--- config.mk ---
export PLATFORM = sky130hd
export DESIGN_NAME = sws_div
export DESIGN_NICKNAME = d
export VERILOG_FILES = /design/src/design/sws_div.sv
export SDC_FILE = /design/constraint.sdc
export NUM_CORES = 1
export LEC_CHECK = 0
export ABC_CLOCK_PERIOD_IN_PS = 6500
export BUFFER_PORTS_ARGS = -buffer_cell sky130_fd_sc_hd__buf_2
export CORE_UTILIZATION = 56
export DETAILED_ROUTE_END_ITERATION = 12
export GPL_TIMING_DRIVEN = 0
export PLACE_DENSITY_LB_ADDON = 0.15
export SYNTH_ARGS = -nofsm -noshare
export SYNTH_HDL_FRONTEND = slang
export SYNTH_SLANG_ARGS = --single-unit
--- constraint.sdc ---
create_clock -name clk -period 6.5 [get_ports clk]
set_input_delay 0.975 -clock clk [delete_from_list [all_inputs] [get_ports clk]]
set_output_delay 0.975 -clock clk [all_outputs]
set_load 0.05 [all_outputs]
--- src/design/sws_div.sv ---
// Restoring radix-2 divider, one quotient bit per cycle.
// No dependencies.
module sws_div #(
  parameter int unsigned NW = 38,
  parameter int unsigned DW = 7
) (
  input  logic          clk,
  input  logic          rst_n,
  input  logic          start,
  input  logic [NW-1:0] dividend,
  input  logic [DW-1:0] divisor,
  output logic          busy,
  output logic [NW-1:0] quotient
);

  localparam int unsigned CNT_W = $clog2(NW + 1);

  logic [NW-1:0]    quo_r, quo_nxt;
  logic [DW:0]      rem_r, rem_nxt;
  logic [DW-1:0]    dsr_r;
  logic [CNT_W-1:0] cnt_r, cnt_nxt;
  logic             busy_r, busy_nxt;
  logic [DW:0]      trial;

  always_comb begin
    quo_nxt  = quo_r;
    rem_nxt  = rem_r;
    cnt_nxt  = cnt_r;
    busy_nxt = busy_r;
    trial    = {rem_r[DW-1:0], quo_r[NW-1]};
    if (start) begin
      quo_nxt  = dividend;
      rem_nxt  = '0;
      cnt_nxt  = CNT_W'(NW);
      busy_nxt = 1'b1;
    end else if (busy_r) begin
      // shift in next dividend bit, subtract when it fits
      if (trial >= {1'b0, dsr_r}) begin
        rem_nxt = trial - {1'b0, dsr_r};
        quo_nxt = {quo_r[NW-2:0], 1'b1};
      end else begin
        rem_nxt = trial;
        quo_nxt = {quo_r[NW-2:0], 1'b0};
      end
      cnt_nxt = cnt_r - 1'b1;
      if (cnt_r == CNT_W'(1)) begin
        busy_nxt = 1'b0;
      end
    end
  end

  always_ff @(posedge clk) begin
    if (!rst_n) begin
      busy_r <= 1'b0;
      cnt_r  <= '0;
    end else begin
      busy_r <= busy_nxt;
      cnt_r  <= cnt_nxt;
    end
    quo_r <= quo_nxt;
    rem_r <= rem_nxt;
    if (start) begin
      dsr_r <= divisor;
    end
  end

  assign busy     = busy_r;
  assign quotient = quo_r;

endmodule

# --- Yosys cells after proc, flatten, opt, wreduce, memory -nomap -nowiden ---
# Cells that the tools add are included.
classes:
  add_sub_neg: 2
  order_cmp: 1
  eq_ne: 1
  muxes: 9
  bitwise_logic: 1
  reduce_logical: 2
op_table:
  columns: ["cell", "count"]
  rows:
  - ["$mux 38", 2]
  - ["$mux 6", 2]
  - ["$ge 8x7->1", 1]
  - ["$mux 7", 1]
  - ["$sub 7x7->7", 1]
  - ["$eq 6x1->1 const B", 1]
  - ["$sub 6x1->6 const B", 1]
  - ["$mux 1", 4]
  - ["$reduce_bool 2->1", 1]
  - ["$reduce_or 2->1", 1]
  - ["$not 1->1", 1]
totals:
  ff_bits: 59
  inputBits: 48
  output_inout_bits: 39
  elab_cells: 22

# --- Longest topological paths before layout ---
logic_depth:
  word_depth: 4
  depth_mapped: 8
  mapped_depth_nobuf: 7

# --- Worst setup path after synthesis ---
# No wires, ideal clock.
synth_path:
  path_kind: "register to register"
  startpoint: "register quo_r[37], in the netlist quotient[37]"
  endpoint: "register rem_r[3]"
  setup_time_ns: 0.116
  t_arrival_ns: 2.295
  required_ns: 6.384
  setup_slack_ns: 4.089
  stages_incl_launch_ff: 8
  path_buffers: 0
  synth_period_minus_slack_ns: 2.411
  path_cell_list: "edfxtp_1 -> inv_1 -> ha_1 -> fa_1 -> nand2b_2 -> a211o_4 -> a41o_1 -> a31o_1"
synth_between:
  elab_chain_cells: 2
  word_cells_on_any_way: 3
  classes_between: "add/sub: 1; order compare: 1; mux: 1"
synth_lines:
  columns: ["item", "line_no", "text"]
  rows:
  - ["start, declared", "18", "logic [NW-1:0] quo_r, quo_nxt;"]
  - ["start signal, assigned", "60", "quo_r <= quo_nxt;"]
  - ["$sub 7x7->7 / $ge 8x7->1 (equally long branches)", "39, 38", null]
  - ["$mux 7 (*)", "38", "if (trial >= {1'b0, dsr_r}) begin"]
  - ["end signal, assigned", "61", "rem_r <= rem_nxt;"]
  - ["end, declared", "19", "logic [DW:0] rem_r, rem_nxt;"]
# Every way passes the cells marked *; elsewhere a longest branch is shown, timed or not.
# A chain may end at the register's enable or synchronous reset.

# --- Worst setup path after layout ---
layout_path:
  startpoint: "input port start"
  endpoint: "register quo_r[2], in the netlist quotient[2] (enable)"
layout_between:
  elab_chain_cells: 1
layout_lines:
  columns: ["item", "line_no", "text"]
  rows:
  - ["start, declared", "9", "input logic start,"]
  - ["$reduce_bool 2->1 (no line)", null, null]
# No other way between the ends.

==> qor_table.md <==
| Parameter | Reported |
| --- | --- |
| Outcome | finished, final reports clean |
| Pin count of the biggest net entering global routing | 39 |
| Max Root-Sink Buffers | 2 |
| Arrival time worst endpoint | 2.59 ns |
| Fraction of final layout cells with drive strength greater than 1 | 0.4879 |
| Chip Height | 75.08 µm |
| Core Footprint | 5140 µm² |
| CTS Buf Count | 9 |
| Overall via count from detail_route | 2124 |
| Layout overhead on the synthesized area | 23.51% |
| Number of distinct library cell variants in the gate-level netlist after synthesis | 51 |
| Flip-flop and latch count after synthesis | 59 |
| Row cnt | 26 |
| Number of global-route vias before repair | 1929 |
| Root cell of the clock tree | clkbuf_8 |
| Average wire per cell in the routed design | 14.25 µm |
| Yosys warnings | 0 |
| Initial antenna violation count | 0 |
| Maximum clock rate | 0.3826 GHz |
| Drc violations | 0 |
| Detailed placement HPWL | 4.123 mm |
| Synthesized instance count | 228 |
| Later-pin clock latency in the skew report | 0.35 ns |
| Async set or reset register ratio after synthesis | 0 |
| Routability Congestion | 0.8290 |
| Critical path class | input pin to flip-flop |
| Iteration count of the initial detailed-routing pass | 4 |
| Class of the tightest hold or removal check | flip-flop to flip-flop |
| Reg2reg start | quotient[37] |
| Number of enable flip-flop cells after synthesis | 45 |
| Fin. max-slew vios | 0 |
| Maxcap violations | 0 |
| Number of instances in the placed design | 384 |
| Clock tree from TritonCTS | done |
| Sinks on the clock net | 59 |
| Effective utilization at floorplan | 0.5818 |
| GRT Resource Usage Total | 0.2176 |
| Startpoint of the worst setup timing path | start |
| Hold violation count in the final report | 0 |
| Power Dens Cells | 278.9 nW/µm² |
| Reg2reg setup slack | 4.27 ns |
| Portion of the clock cycle consumed by the worst path in the final layout | 0.4021 |
| Number of I/O port buffers | 86 |
| Worst Max-Slew Pin Slew | 0.8587 ns |
| Clk_skew | 0.007980 ns |
| Final WL | 5.700 mm |
| Leakage power of the design | 1.568 nW |
| Setup Buffers After CTS | 0 |
| Antenna diodes | 0 |
| Remaining Overflow, GRT | 0 |
| Width of the chip | 75.08 µm |
| Drt first-iter violations | 112 |
| Summed instance area of the synthesized netlist | 2990 µm² |
| Io pins | 87 |
| Wire length of the first global-routing pass | 8.638 mm |
| Mean cell area of the mapped netlist | 13.12 µm² |
| Fin crit period | 2.614 ns |
| Cts-stage hold buffer count | 0 |
| Clock transition at the registers of the reported paths | 0.06 ns |
| Fillers | 388 |
| Most used flip-flop cell after synthesis | edfxtp_1 |
| RSZ-0062 raised after global routing | no |
| Total Nets Final | 383 |
| Maximum fanout along the worst path | 38 |
| HP Start | rem_r[0] |
| IR drop worst, VDD | 0.0001812 V |
| Synthesized net count | 286 |
| Critical path startpoint category | input pin |
| Final TNS setup | 0 ns |
| DIE AREA | 5636 µm² |
| Detail Route Antenna Nets | 0 |
| Via-per-instance ratio | 5.310 |
| # resized after CTS | 0 |
| Nature of the critical path endpoint | flip-flop |
| Headroom to the max-slew limit | 0.4276 |
| Part of the Yosys area used for sequential elements | 0.5456 |
| Number of standard cells in the layout, taps in and fillers out | 400 |
| Total of endpoints with negative setup slack in the final report | 0 |
| CTS H-tree depth | 3 |
| Required time of the critical path | 6.47 ns |
-- synth_stat cells, types with 3 or more instances --
cell	instances	area, µm²
buf_2	7	35.03
nor3b_1	7	52.55
dfxtp_1	14	280.3
o21a_1	4	30.03
ha_1	9	112.6
nor2b_1	3	18.77
nor2_1	13	48.80
xnor2_1	6	52.55
o31ai_1	3	22.52
edfxtp_1	45	1351
nand2b_1	3	18.77
o311ai_1	3	26.28
mux2_2	38	427.9
inv_1	11	41.29
nand2_1	12	45.04
-- critical path, cell delays in order --
cell      delay [ns]
buf_2           0.17
clkbuf_2        0.21
buf_2           0.23
buf_2           0.26
or2_2           0.72
-- report_power, final --
group          internal [mW]  switching [mW]  total (mW)  leakage [nW]
clock network          0.176           0.145       0.321        0.0971
registers              0.448          0.0184       0.467         0.566
logic                 0.0818           0.161       0.243         0.905
total                  0.706           0.324        1.03          1.57
-- flip-flops by register name, summed over array words and instances, names as in the netlist --
register / flops
busy: 1
cnt_r: 6
dsr_r: 7
quotient: 38
rem_r: 7
-- final timing paths --
path	cells past startpoint	end
setup / recovery	5	quotient[2]
hold / removal	2	rem_r[1]
setup reg to reg	7	rem_r[4]
hold reg to reg	2	rem_r[1]
-- per-layer routing --
layer  part of all wire  global-route usage  wire length, µm  up-vias
met1               0.45              0.2671             2539      983
met5                  0                   0                0        -
met2               0.47              0.3403             2691       72
li1                   -                   -                -     1056
met3              0.059             0.06426              334       13
met4              0.024              0.1321              134        0
-- metrics by stage --
step / hold WS [ns] / util / cell area [µm²] / power (mW) / setup WS (ns)
after floorplan: 0.4749 / - / 2990 / 0.6572 / 4.089
after detailed placement: 0.5125 / 0.6826 / 3508 / 0.7178 / 3.451
final: 0.5190 / 0.7186 / 3694 / 1.030 / 3.886
after global routing: 0.5554 / 0.7186 / 3694 / 1.073 / 3.726
after CTS: 0.5236 / 0.7186 / 3694 / 1.036 / 3.839
after global placement: 0.5018 / 0.6826 / 3508 / 0.7114 / 3.495
-- layout make-up --
cell class | count | area [µm²] | share of cell area
inverters | 11 | 41.29 | 0.01118
repair buffers | 86 | 430.4 | 0.1165
plain buffers | 12 | 70.07 | 0.01897
clock inverters | 5 | 53.80 | 0.01457
well taps | 70 | 87.58 | 0.02371
flip-flops and latches | 59 | 1632 | 0.4417
multi-input cells | 146 | 1247 | 0.3377
clock buffers | 11 | 131.4 | 0.03557
-- kinds of logic after synthesis --
group | count (synthesis) | share of synthesized area
AOI/OAI and AO/OA | 33 | 0.09415
buffers and inverters | 23 | 0.03724
DFF | 59 | 0.5456
muxes | 38 | 0.1431
xor gates and xnor gates | 7 | 0.02050
adders and majority gates | 10 | 0.04435
and+or+nand+nor | 58 | 0.1151
-- cells in the final DEF (no fill, tap or decap), types with 2 or more instances in the layout --
cell type / netlist / layout
a21oi_1: 2 / 2
nand2b_1: 3 / 3
nand2b_2: 2 / 2
buf_6: 2 / 2
or3b_2: 2 / 2
and2b_2: 2 / 2
o311ai_1: 3 / 3
o31ai_1: 3 / 3
nor3b_1: 7 / 7
ha_1: 9 / 9
nor3_1: 2 / 2
clkbuf_1: 2 / 4
inv_1: 11 / 11
xnor2_1: 6 / 6
nor2b_1: 3 / 3
a41oi_1: 2 / 2
a41o_1: 2 / 2
clkbuf_8: 0 / 9
or2_2: 2 / 2
o21a_1: 4 / 4
dfxtp_1: 14 / 14
nand2_1: 12 / 12
a311oi_1: 2 / 2
a211oi_2: 2 / 2
clkinv_2: 0 / 3
a31o_1: 2 / 2
nor2_1: 13 / 13
o21ai_0: 2 / 2
buf_2: 7 / 93
mux2_2: 38 / 38
edfxtp_1: 45 / 45
Power figures use the tool's default switching activity.
